==> config.mk <==
export PLATFORM = sky130hd
export DESIGN_NAME = hlr_cfg_regs
export DESIGN_NICKNAME = d
export VERILOG_FILES = /design/src/rtl/core/hlr_pkg.sv /design/src/rtl/core/hlr_cfg_regs.sv
export SDC_FILE = /design/constraint.sdc
export NUM_CORES = 1
export LEC_CHECK = 0
export ABC_AREA = 1
export BUFFER_PORTS_ARGS = -buffer_cell sky130_fd_sc_hd__buf_2
export CAP_MARGIN = 0
export CORE_MARGIN = 2
export CORE_UTILIZATION = 48
export CTS_BUF_LIST = sky130_fd_sc_hd__clkbuf_4
export DETAILED_ROUTE_END_ITERATION = 8
export PLACE_DENSITY_LB_ADDON = 0.15
export SETUP_SLACK_MARGIN = 0.05
export SLEW_MARGIN = 20
export SYNTH_ARGS = -nofsm -noshare
export SYNTH_HDL_FRONTEND = slang
export SYNTH_SLANG_ARGS = --single-unit
==> constraint.sdc <==
create_clock -name aclk -period 1.2 [get_ports aclk]
set_clock_uncertainty 0.2 [all_clocks]
set_input_delay 0.06 -clock aclk [delete_from_list [all_inputs] [get_ports aclk]]
set_output_delay 0.06 -clock aclk [all_outputs]
set_load 0.005 [all_outputs]
==> src/rtl/core/hlr_pkg.sv <==
// hlr_pkg: types, constants and small arithmetic helpers for highlight_recovery_pixel
// no dependencies; imported by hlr_cfg_regs and highlight_recovery_pixel
package hlr_pkg;

    // one input item: three raw channels
    typedef struct packed {
        logic [15:0] raw_red;
        logic [15:0] raw_green;
        logic [15:0] raw_blue;
    } pix_in_t;

    // one result item: three recovered channels
    typedef struct packed {
        logic [15:0] out_red;
        logic [15:0] out_green;
        logic [15:0] out_blue;
    } pix_out_t;

    // configuration register indexes
    typedef enum logic [1:0] {
        REG_MATRIX_RED    = 2'd0,
        REG_MATRIX_GREEN  = 2'd1,
        REG_MATRIX_BLUE   = 2'd2,
        REG_BALANCE_GAINS = 2'd3
    } cfg_index_t;

    // register contents handed to the datapath
    typedef struct packed {
        logic [47:0] row_red;
        logic [47:0] row_green;
        logic [47:0] row_blue;
        logic [47:0] gains;
    } cfg_t;

    localparam int          CFG_W         = 48;
    localparam logic [47:0] RST_ROW_RED   = 48'h0000_0000_1000;
    localparam logic [47:0] RST_ROW_GREEN = 48'h0000_1000_0000;
    localparam logic [47:0] RST_ROW_BLUE  = 48'h1000_0000_0000;
    localparam logic [47:0] RST_GAINS     = 48'h1000_1000_1000;

    localparam logic [15:0] CLIP_LEVEL   = 16'd65535;
    localparam logic [15:0] THRESH_LEVEL = 16'd52428;
    localparam logic [17:0] WHITE_SUM    = 18'd196605;
    localparam logic [16:0] ONE_Q16      = 17'd65536;
    localparam logic [17:0] Y_MAX        = 18'd196607;
    localparam logic [20:0] RECIP3       = 21'd699051;

    // floor(x / 3) for x below 2^20, by reciprocal multiply
    function automatic logic [18:0] div3_q(input logic [19:0] x);
        logic [40:0] p;
        p = {21'b0, x} * {20'b0, RECIP3};
        return p[39:21];
    endfunction

    // floor(z * 2^16 / (3 * 65535)) for z up to 5 * 196605
    function automatic logic [18:0] ratio_q16(input logic [19:0] z);
        logic [20:0] t;
        logic [3:0]  q;
        logic [19:0] v;
        t = {1'b0, z} + {17'b0, z[19:16]} + 21'd1;
        q = t[19:16];
        v = z + {16'b0, q};
        return div3_q(v);
    endfunction

endpackage

==> src/rtl/core/hlr_cfg_regs.sv <==
// hlr_cfg_regs: colour matrix and white-balance gain registers
// depends on hlr_pkg
module hlr_cfg_regs (
    input  logic                aclk,
    input  logic                aresetn,
    input  logic                cfg_wr_en,
    input  hlr_pkg::cfg_index_t cfg_index,
    input  logic [47:0]         cfg_data,
    output hlr_pkg::cfg_t       cfg
);
    import hlr_pkg::*;

    cfg_t cfg_reg;

    // register writes, no read-back
    always_ff @(posedge aclk) begin
        if (!aresetn) begin
            cfg_reg.row_red   <= RST_ROW_RED;
            cfg_reg.row_green <= RST_ROW_GREEN;
            cfg_reg.row_blue  <= RST_ROW_BLUE;
            cfg_reg.gains     <= RST_GAINS;
        end else if (cfg_wr_en) begin
            case (cfg_index)
                REG_MATRIX_RED:    cfg_reg.row_red   <= cfg_data;
                REG_MATRIX_GREEN:  cfg_reg.row_green <= cfg_data;
                REG_MATRIX_BLUE:   cfg_reg.row_blue  <= cfg_data;
                REG_BALANCE_GAINS: cfg_reg.gains     <= cfg_data;
                default: ;
            endcase
        end
    end

    assign cfg = cfg_reg;

endmodule

# Word-level counts from Yosys, hierarchy flattened
# Index checks and enable logic that the tools add are counted.
totals:
  ff_bits: 192
  in_bits: 53
  output_inout_bits: 192
  wordCells: 12
classes:
  n_eq_ne: 3
  reduce_logical: 5
ops:
  columns: ["op", "n"]
  rows:
  - ["2-bit AND reduction", 4]
  - ["2-bit == test, second input constant", 2]
  - ["2-bit by 1-bit == test with 1-bit output, second input constant", 1]
  - ["2-bit logical NOT", 1]

# Longest topological paths before layout
# Gate-level depths: netlist of run 1.
depth:
  ltp_word: 2
  depth_mapped: 7
  mapped_depth_nobuf: 5

# Worst setup path before layout of run 1
# OpenSTA, ideal clock, no wires.
synth_timing:
  path_type: "input to register"
  from: "in cfg_wr_en"
  to: "reg cfg_reg, in the netlist cfg[39]"
  setup_ns: 0.113
  t_arrival_ns: 0.830
  required_ns: 0.887
  path_slack_ns: 0.058
  cell_stages: 7
  path_cell_list: "buf_2 > nand3_1 > buf_2 > buf_2 > nand2_1 > nand2_1 > nor2_1"
synth_via:
  elab_chain_len: 1
synth_rtl:
  columns: ["element", "line", "text"]
  rows:
  - ["from (decl)", "hlr_cfg_regs.sv:6", "input logic cfg_wr_en,"]
  - ["2-bit AND reduction (no source line)", null, null]
  - ["to (decl)", "hlr_cfg_regs.sv:13", "cfg_t cfg_reg;"]
# No other way between the ends.
# A chain may end at the register's enable or synchronous reset.

# Worst setup path in the final report of run 1
layout_timing:
  from: "reg cfg_reg, in the netlist cfg[104]"
  to: "out cfg[104] in the netlist's numbering"
layout_lines:
  columns: ["element", "line", "text"]
  rows:
  - ["to (decl)", "hlr_cfg_regs.sv:9", "output hlr_pkg::cfg_t cfg"]
# No word-level cell between the ends.

==> results.ini, run 1 <==
[cts]
cts.sink_count = 192
cts_root_buffer = clkbuf_4
worst_skew_pair.late_latency_ns = 0.60
numCtsBuffers = 17
clk_transition_reported_paths_ns = 0.16
cts_buffer_depth = 2
tritoncts = done
htreeDepth = 4

[sta]
report.final.hold_viol_count = 175
setup_violation_total_in_the_final_timing_report = 197
max-slew-margin-rel = 0.780
fmax_mhz = 745
setup_repair_after_global_routing_missed_its_margin = yes
fin_hold_ws_ns = -0.374
fin_crit_sh = 1.12
report.final.slew_viol_count = 0
finalSetupTns_ns = -23.32
worst_pin_slew_ns = 0.328
final_critical_path_setup_slack_ns = -0.142
post-route-min-period_ns = 1.34

[run]
cap_viol_max_count = 0

[place]
placement.io_buffers = 244
detailedPlace.worstSlack_ns = -0.0145
finalWeightedCongestion = 0.783
place.detailed.instances = 1634
detailedPlacementHpwl_um = 13900

[drt]
number_of_design_rule_violations_left_after_detail_routing = 0
drt-wirelength-per-cell_um = 13.4
avgViaCountPerCell = 4.64
vias = 8424
postRouteAntennaNets = 0
drt_pass1_iterations = 5
initialDrtViolationCount = 478
finalWirelength_um = 24300

[global_route]
antenna_found_initial = 2
grt_start_max_net_pins = 39
grt_first_pass_wirelength_um = 37000
via_count_of_the_first_global_routing_pass = 7703
globalRouteTotalUtil = 0.257
grt_overflow = 0

[logic_synthesis]
syn_nets = 1273
synth-seq-cells = 192
synth.distinct_cells = 13
synth.cell_area_mm2 = 0.00788
yosysWarnings = 0
syn-mean-instance-area_um2 = 6.46
postSynthCellCount = 1220
fraction_of_the_yosys_area_taken_by_sequential_cells = 0.488

[worst_setup_path]
worstSetupStartpointType = flop
r2r-start = cfg[177]$_SDFFE_PN0P_
cp_cell_sequence = buf_6
end_kind = output pin
timing.critical_path.slowest_cell_delay_ns = 0.38
reg2reg_depth = 3
timing.setup.critical_path_class = flop to output pin
path_max_fanout = 2
critPathSlowestCell = dfxtp_2
crit_arrival_ns = 1.08
cp_num_buf_inv = 1
worst-endpoint-required_ns = 0.94
cpLargestDelayFamily = flip-flops
timing.rr.end = cfg[177]$_SDFFE_PN0P_
reg2reg_slack_ns = 0.21

[run_status]
status = complete, but fails checks
violations_in_the_final_reports = hold timing, setup timing

[floorplanning]
fp.dieArea_mm2 = 0.0175
initial_core_util = 0.494
die_w_um = 132
row_count = 46
io_pins = 245
floorplan.die.height_um = 132
core_region_area_mm2 = 0.0159

[cells_and_area]
final_layout_size_suffix_gt1_frac = 0.327
largest_register_ff_count = 192
syn_to_final_growth_pct = 55.6
stdcell_count = 1817
fillers = 1148
finalNetCount = 1639
post_layout_util = 0.769

[hold_path]
worst_hold_path.num_cells = 3
hold_path_class = primary input to flop
worst_hold_startpoint = cfg_index[1]
worst_hold_path.endpoint = cfg[92]$_SDFFE_PN1P_

[pwr]
power.leakage_uw = 0.00683
p_per_cell_area_mw_per_mm2 = 1060
finalPower_uw = 13000
ir_drop_mv = 0.568

-- logic make-up (layout without fill, tap and decap cells) --
group,Yosys count,in the layout,synth area share
other cells,0,2,0
buf+inv,261,640,0.129
flops,192,192,0.488
compound gates,47,47,0.0299
simple gates,720,720,0.354
-- worst max-delay path by stage --
stage                                end             startpoint  slack, ns  cells after the start
floorplan           cfg[39]$_SDFFE_PN0P_              cfg_wr_en       0.06                      7
global placement    cfg[11]$_SDFFE_PN0P_           cfg_index[1]       0.02                      6
detailed placement  cfg[45]$_SDFFE_PN0P_           cfg_index[1]      -0.01                      7
CTS                              cfg[99]   cfg[99]$_SDFFE_PN0P_      -0.17                      1
global route                     cfg[13]   cfg[13]$_SDFFE_PN0P_      -0.20                      1
finish                          cfg[104]  cfg[104]$_SDFFE_PN0P_      -0.14                      1
-- cells in the final DEF, fill, tap and decap left out, types with 2 or more instances in the layout --
cell type,n
bufinv_16,3
inv_1,187
buf_12,18
diode_2,2
nor2_1,321
buf_2,126
buf_4,32
buf_6,115
clkinv_4,3
clkbuf_4,18
nand2_1,335
nor2_2,4
nand3_1,54
inv_6,2
dlygate4sd3_1,126
clkinvlp_4,2
clkinv_1,3
dfxtp_2,192
inv_2,2
nand4_1,2
a21oi_1,47
nand3_4,3
-- final cells by class --
| class | count | area, um^2 | area share |
|---|---|---|---|
| antenna | 2 | 5.00 | 0.000408 |
| clock buffer | 18 | 135 | 0.0110 |
| clock inverter | 14 | 165 | 0.0135 |
| inverter | 189 | 709 | 0.0579 |
| multi-input combinational | 767 | 3070 | 0.250 |
| sequential | 192 | 4080 | 0.333 |
| tap | 216 | 270 | 0.0220 |
| timing repair buffer | 419 | 3820 | 0.312 |
-- what timing repair did --
item / CTS / global route
resized for setup: 270 / 44
cloned: 0 / 1
hold buffers: 113 / 19
hold endpoints to repair: 192 / 169
buffers inserted: 5 / 16
setup endpoints to repair: 192 / 204
-- layer usage --
metal,up-vias,track usage,routed length [um]
li1,4285,-,-
met1,3832,0.312,9980
met2,257,0.437,12100
met3,50,0.0746,1600
met4,0,0.0876,633
met5,-,0,0
-- power by group --
group	internal [uW]	total, uW	switching, uW
Combinational	1170	2300	1140
Clock	1470	3730	2270
Sequential	6770	6990	212
-- through the flow --
| step | hold slack, ns | instance area, um^2 |
|---|---|---|
| after floorplan | -0.0268 | 7880 |
| after global placement | 0.136 | 9530 |
| after detailed placement | 0.144 | 9530 |
| after CTS | -0.403 | 11800 |
| after global routing | -0.396 | 12300 |
| final | -0.374 | 12300 |
-- synthesized netlist by cell type --
cell type | n | area, um^2
nand3_2 | 1 | 10.0
dfxtp_1 | 192 | 3840
nand2_1 | 335 | 1260
a21oi_1 | 47 | 235
nor2_2 | 1 | 6.26
clkbuf_1 | 39 | 146
nand4_1 | 2 | 12.5
nor2_1 | 325 | 1220
nand3_1 | 56 | 280
inv_2 | 2 | 7.51
inv_1 | 187 | 702
buf_1 | 5 | 18.8
buf_2 | 28 | 140
No activity file was read; power rests on OpenSTA's default activity.
==> inputs of run 2 (changes only) <==
--- a/config.mk
+++ b/config.mk
@@ -18,3 +18,4 @@
 export SYNTH_ARGS = -nofsm -noshare
 export SYNTH_HDL_FRONTEND = slang
 export SYNTH_SLANG_ARGS = --single-unit
+export TNS_END_PERCENT = 50
==> constraint.sdc (replaced) <==
create_clock -name aclk -period 1.2 [get_ports aclk]
set_clock_uncertainty 0.2 [all_clocks]
set_input_delay 0.12 -clock aclk [delete_from_list [all_inputs] [get_ports aclk]]
set_output_delay 0.12 -clock aclk [all_outputs]
set_load 0.005 [all_outputs]
==> results.ini, run 2 (synthesis gave the netlist of run 1 again) <==
[pwr]
finalPower_uw = 13000  ; about the same
power.leakage_uw = 0.00646  ; was 0.00683 uW
ir_drop_mv = 0.717  ; was 0.568 mV
p_per_cell_area_mw_per_mm2 = 1130  ; was 1060 mW/mm^2

[floorplanning]
initial_core_util = 0.494  ; unchanged
core_region_area_mm2 = 0.0159  ; unchanged
floorplan.die.height_um = 132  ; unchanged
row_count = 46  ; unchanged
io_pins = 245  ; unchanged
fp.dieArea_mm2 = 0.0175  ; unchanged
die_w_um = 132  ; unchanged

[place]
placement.io_buffers = 244  ; unchanged
place.detailed.instances = 1636  ; was 1,634
finalWeightedCongestion = 0.754  ; was 0.783
detailedPlacementHpwl_um = 13800  ; was 13,900 um
detailedPlace.worstSlack_ns = -0.0728  ; was -0.0145 ns

[worst_setup_path]
cp_num_buf_inv = 1  ; unchanged
cpLargestDelayFamily = flip-flops  ; unchanged
reg2reg_slack_ns = 0.24  ; was 0.21 ns
worst-endpoint-required_ns = 0.88  ; was 0.94 ns
crit_arrival_ns = 1.08  ; about the same
timing.rr.end = cfg[169]$_SDFFE_PN0P_  ; was cfg[177]$_SDFFE_PN0P_
worstSetupStartpointType = flop  ; unchanged
cp_cell_sequence = buf_2  ; was buf_6
r2r-start = cfg[169]$_SDFFE_PN0P_  ; was cfg[177]$_SDFFE_PN0P_
timing.critical_path.slowest_cell_delay_ns = 0.38  ; about the same
path_max_fanout = 2  ; unchanged
reg2reg_depth = 3  ; unchanged
end_kind = output pin  ; unchanged
timing.setup.critical_path_class = flop to output pin  ; unchanged
critPathSlowestCell = dfxtp_2  ; unchanged

[sta]
post-route-min-period_ns = 1.40  ; was 1.34 ns
setup_repair_after_global_routing_missed_its_margin = yes  ; unchanged
fin_hold_ws_ns = -0.290  ; was -0.374 ns
fmax_mhz = 715  ; was 745 MHz
report.final.hold_viol_count = 74  ; was 175
setup_violation_total_in_the_final_timing_report = 192  ; was 197
max-slew-margin-rel = 0.804  ; was 0.780
worst_pin_slew_ns = 0.294  ; was 0.328 ns
fin_crit_sh = 1.17  ; was 1.12
report.final.slew_viol_count = 0  ; unchanged
final_critical_path_setup_slack_ns = -0.199  ; was -0.142 ns

[cells_and_area]
stdcell_count = 1741  ; was 1,817
final_cell_mix = nand2_1 (335), nor2_1 (323), dfxtp_2 (192)  ; was nand2_1 (335), nor2_1 (321), dfxtp_2 (192)
finalNetCount = 1565  ; was 1,639
final_layout_size_suffix_gt1_frac = 0.339  ; was 0.327
mostFrequentLayoutCell = nand2_1  ; unchanged
largest_register_ff_count = 192  ; unchanged
syn_to_final_growth_pct = 46.1  ; was 55.6%

[run_status]
status = complete, but fails checks  ; unchanged
violations_in_the_final_reports = hold timing, setup timing  ; unchanged

[global_route]
via_count_of_the_first_global_routing_pass = 7184  ; was 7,703
globalRouteTotalUtil = 0.243  ; was 0.257
grt_overflow = 0  ; unchanged
grt_first_pass_wirelength_um = 34900  ; was 37,000 um
antenna_found_initial = 1  ; was 2
grt_start_max_net_pins = 67  ; was 39

[drt]
drt-wirelength-per-cell_um = 12.6  ; was 13.4 um
finalWirelength_um = 21900  ; was 24,300 um
initialDrtViolationCount = 482  ; was 478
vias = 7942  ; was 8,424
number_of_design_rule_violations_left_after_detail_routing = 0  ; unchanged
drt_pass1_iterations = 5  ; unchanged
avgViaCountPerCell = 4.56  ; was 4.64
postRouteAntennaNets = 0  ; unchanged

[cts]
numCtsBuffers = 17  ; unchanged
clk_transition_reported_paths_ns = 0.15  ; was 0.16 ns
cts.sink_count = 192  ; unchanged
htreeDepth = 4  ; unchanged
cts_buffer_depth = 2  ; unchanged
worst_skew_pair.late_latency_ns = 0.58  ; was 0.60 ns
cts_root_buffer = clkbuf_4  ; unchanged
tritoncts = done  ; unchanged

[hold_path]
worst_hold_path.num_cells = 3  ; unchanged
worst_hold_startpoint = cfg_index[0]  ; was cfg_index[1]
worst_hold_path.endpoint = cfg[124]$_SDFFE_PN1P_  ; was cfg[92]$_SDFFE_PN1P_
hold_path_class = primary input to flop  ; unchanged

[run]
cap_viol_max_count = 0  ; unchanged

-- run 2: repair_timing --
action                                 CTS  global route
setup endpoints to repair              192           226
hold buffers                            61             1
pin swaps                                0             0
resized for setup                      262            51
endpoints found under the hold margin  192            62
buffers inserted                         5             7
-- run 2: stage by stage --
step | hold slack, ns | TNS (ns) | util | instance area [um^2]
2_1_floorplan | 0.0332 | 0 | - | 7900
3_3_place_gp | 0.191 | -1.28 | 0.600 | 9560
3_5_place_dp | 0.189 | -3.07 | 0.600 | 9560
4_1_cts | -0.332 | -40.12 | 0.705 | 11200
5_1_grt | -0.308 | -42.84 | 0.722 | 11500
6_report | -0.290 | -31.62 | 0.722 | 11500
-- run 2: layout make-up --
class                      count  area, um^2
antenna                        1        2.50
clock buffer                  18         135
clock inverter                13         186
fill                        1305        4430
inverter                     189         709
multi-input combinational    767        3060
sequential                   192        4080
tap                          216         270
timing repair buffer         345        3060
-- run 2: layer usage --
metal | GRT usage | vias up | wire length, um
li1 | - | 4126 | -
met1 | 0.303 | 3544 | 9500
met2 | 0.402 | 231 | 10400
met3 | 0.0730 | 41 | 1390
met4 | 0.0839 | 0 | 570
met5 | 0 | - | 0
-- run 2: how the worst max path moves through the flow --
| stage | from | to | slack, ns | depth (start not counted) |
|---|---|---|---|---|
| 6_report | cfg[31]$_SDFFE_PN0P_ | cfg[31] | -0.20 | 1 |
| 5_1_grt | cfg[31]$_SDFFE_PN0P_ | cfg[31] | -0.26 | 1 |
| 4_1_cts | cfg[31]$_SDFFE_PN0P_ | cfg[31] | -0.23 | 1 |
| 3_5_place_dp | cfg_index[1] | cfg[167]$_SDFFE_PN0P_ | -0.07 | 6 |
| 3_3_place_gp | cfg_index[1] | cfg[172]$_SDFFE_PN0P_ | -0.03 | 6 |
| 2_1_floorplan | cfg_wr_en | cfg[134]$_SDFFE_PN0P_ | 0.07 | 7 |
-- run 2: power breakdown --
part | internal (uW) | switching (uW)
combinational | 1070 | 1070
sequential | 6770 | 207
clock | 1680 | 2220
total | 9520 | 3500
==> inputs of run 3 (changes only) <==
--- a/config.mk
+++ b/config.mk
@@ -8,6 +8,7 @@
 export ABC_AREA = 1
 export BUFFER_PORTS_ARGS = -buffer_cell sky130_fd_sc_hd__buf_2
 export CAP_MARGIN = 0
+export CORE_ASPECT_RATIO = 0.8
 export CORE_MARGIN = 2
 export CORE_UTILIZATION = 48
 export CTS_BUF_LIST = sky130_fd_sc_hd__clkbuf_4
==> results.ini, run 3 (synthesis gave the netlist of run 1 again) <==
[sta]
worst_pin_slew_ns = 0.373  ; was 0.294 ns
fmax_mhz = 719  ; was 715 MHz
setup_violation_total_in_the_final_timing_report = 192  ; unchanged
max-slew-margin-rel = 0.752  ; was 0.804
post-route-min-period_ns = 1.39  ; was 1.40 ns
report.final.slew_viol_count = 0  ; unchanged
report.final.hold_viol_count = 37  ; was 74
final_critical_path_setup_slack_ns = -0.192  ; was -0.199 ns
fin_hold_ws_ns = -0.288  ; was -0.290 ns
setup_repair_after_global_routing_missed_its_margin = yes  ; unchanged
fin_crit_sh = 1.16  ; was 1.17

[cells_and_area]
mostFrequentLayoutCell = nand2_1  ; unchanged
finalNetCount = 1582  ; was 1,565
fillers = 1220  ; was 1,305
stdcell_count = 1759  ; was 1,741
final_cell_mix = nand2_1 (335), nor2_1 (314), dfxtp_2 (192)  ; was nand2_1 (335), nor2_1 (323), dfxtp_2 (192)
syn_to_final_growth_pct = 49.7  ; was 46.1%
largest_register_ff_count = 192  ; unchanged
post_layout_util = 0.742  ; was 0.722
final_layout_size_suffix_gt1_frac = 0.336  ; was 0.339

[global_route]
grt_overflow = 0  ; unchanged
grt_first_pass_wirelength_um = 35700  ; was 34,900 um
globalRouteTotalUtil = 0.250  ; was 0.243
antenna_found_initial = 1  ; unchanged
grt_start_max_net_pins = 45  ; was 67
via_count_of_the_first_global_routing_pass = 7441  ; was 7,184

[floorplanning]
core_region_area_mm2 = 0.0159  ; about the same
die_w_um = 147  ; was 132 um
row_count = 41  ; was 46
initial_core_util = 0.496  ; was 0.494
floorplan.die.height_um = 119  ; was 132 um
io_pins = 245  ; unchanged
fp.dieArea_mm2 = 0.0175  ; about the same

[drt]
finalWirelength_um = 22800  ; was 21,900 um
vias = 8057  ; was 7,942
postRouteAntennaNets = 0  ; unchanged
number_of_design_rule_violations_left_after_detail_routing = 0  ; unchanged
drt-wirelength-per-cell_um = 12.9  ; was 12.6 um
initialDrtViolationCount = 364  ; was 482
drt_pass1_iterations = 4  ; was 5
avgViaCountPerCell = 4.58  ; was 4.56

[run_status]
violations_in_the_final_reports = hold timing, setup timing  ; unchanged
status = complete, but fails checks  ; unchanged

[worst_setup_path]
reg2reg_slack_ns = 0.22  ; was 0.24 ns
worstSetupStartpointType = flop  ; unchanged
crit_arrival_ns = 1.07  ; was 1.08 ns
end_kind = output pin  ; unchanged
endpoint = cfg[100]  ; was cfg[31]
cp_cell_sequence = buf_6  ; was buf_2
cpLargestDelayFamily = flip-flops  ; unchanged
critical_path_cell_count = 1  ; unchanged
worst-endpoint-required_ns = 0.88  ; about the same
path_max_fanout = 2  ; unchanged
cp_num_buf_inv = 1  ; unchanged
reg2reg_depth = 5  ; was 3
r2r-start = cfg[123]$_SDFFE_PN0P_  ; was cfg[169]$_SDFFE_PN0P_
critPathSlowestCell = dfxtp_2  ; unchanged
timing.rr.end = cfg[123]$_SDFFE_PN0P_  ; was cfg[169]$_SDFFE_PN0P_
timing.setup.critical_path_class = flop to output pin  ; unchanged
timing.critical_path.slowest_cell_delay_ns = 0.39  ; was 0.38 ns
critical_path_start = cfg[100]$_SDFFE_PN0P_  ; was cfg[31]$_SDFFE_PN0P_

[place]
place.detailed.instances = 1636  ; unchanged
detailedPlacementHpwl_um = 13800  ; about the same
finalWeightedCongestion = 0.788  ; was 0.754
detailedPlace.worstSlack_ns = -0.0874  ; was -0.0728 ns
placement.io_buffers = 244  ; unchanged

[cts]
worst_skew_pair.late_latency_ns = 0.59  ; was 0.58 ns
cts.sink_count = 192  ; unchanged
cts_buffer_depth = 2  ; unchanged
cts_root_buffer = clkbuf_4  ; unchanged
clk_transition_reported_paths_ns = 0.16  ; was 0.15 ns
numCtsBuffers = 17  ; unchanged
tritoncts = done  ; unchanged
htreeDepth = 4  ; unchanged

[pwr]
power.leakage_uw = 0.00689  ; was 0.00646 uW
p_per_cell_area_mw_per_mm2 = 1110  ; was 1130 mW/mm^2
ir_drop_mv = 0.727  ; was 0.717 mV

[hold_path]
worst_hold_startpoint = cfg_wr_en  ; was cfg_index[0]
hold_path_class = primary input to flop  ; unchanged

[run]
cap_viol_max_count = 0  ; unchanged

-- run 3: where the power goes --
group	internal, uW	switching [uW]
sequential	6770	205
combinational	1100	1110
clock	1680	2220
-- run 3: worst min-delay path by stage --
stage / endpoint / slack [ns] / cells after the start
after floorplan: cfg[12]$_SDFFE_PN1P_ / 0.03 / 2
after global placement: cfg[44]$_SDFFE_PN1P_ / 0.19 / 3
after detailed placement: cfg[44]$_SDFFE_PN1P_ / 0.19 / 3
after CTS: cfg[156]$_SDFFE_PN1P_ / -0.35 / 3
after global routing: cfg[156]$_SDFFE_PN1P_ / -0.33 / 3
final: cfg[156]$_SDFFE_PN1P_ / -0.29 / 3
-- run 3: timing repair --
item	4_1_cts	5_1_grt
hold endpoints to repair	192	46
setup endpoints to repair	192	226
cloned	0	0
hold buffers	80	4
resized for setup	260	92
pin swaps	0	1
setup buffers	1	4
-- run 3: final cells by class --
cell class	count	area (um^2)	share of cell area
Timing Repair Buffer	362	3320	0.282
Tap cell	215	269	0.0228
Sequential cell	192	4080	0.346
Clock inverter	14	186	0.0158
Multi-Input combinational cell	767	3090	0.262
Inverter	189	709	0.0601
Clock buffer	18	135	0.0115
Antenna cell	2	5.00	0.000424
-- run 3: metrics by stage --
stage / cell area [um^2] / TNS [ns] / power, uW
2_1_floorplan: 7900 / 0 / 7930
3_3_place_gp: 9550 / -1.71 / 8720
3_5_place_dp: 9550 / -2.82 / 8750
4_1_cts: 11400 / -41.73 / 13000
5_1_grt: 11800 / -44.52 / 13700
6_report: 11800 / -31.43 / 13100
-- run 3: metal layers --
layer | up-vias | GRT usage | part of all wire
met2 | 238 | 0.413 | 0.48
li1 | 4171 | - | -
met5 | - | 0 | 0
met3 | 33 | 0.0834 | 0.080
met1 | 3615 | 0.309 | 0.43
met4 | 0 | 0.0823 | 0.020
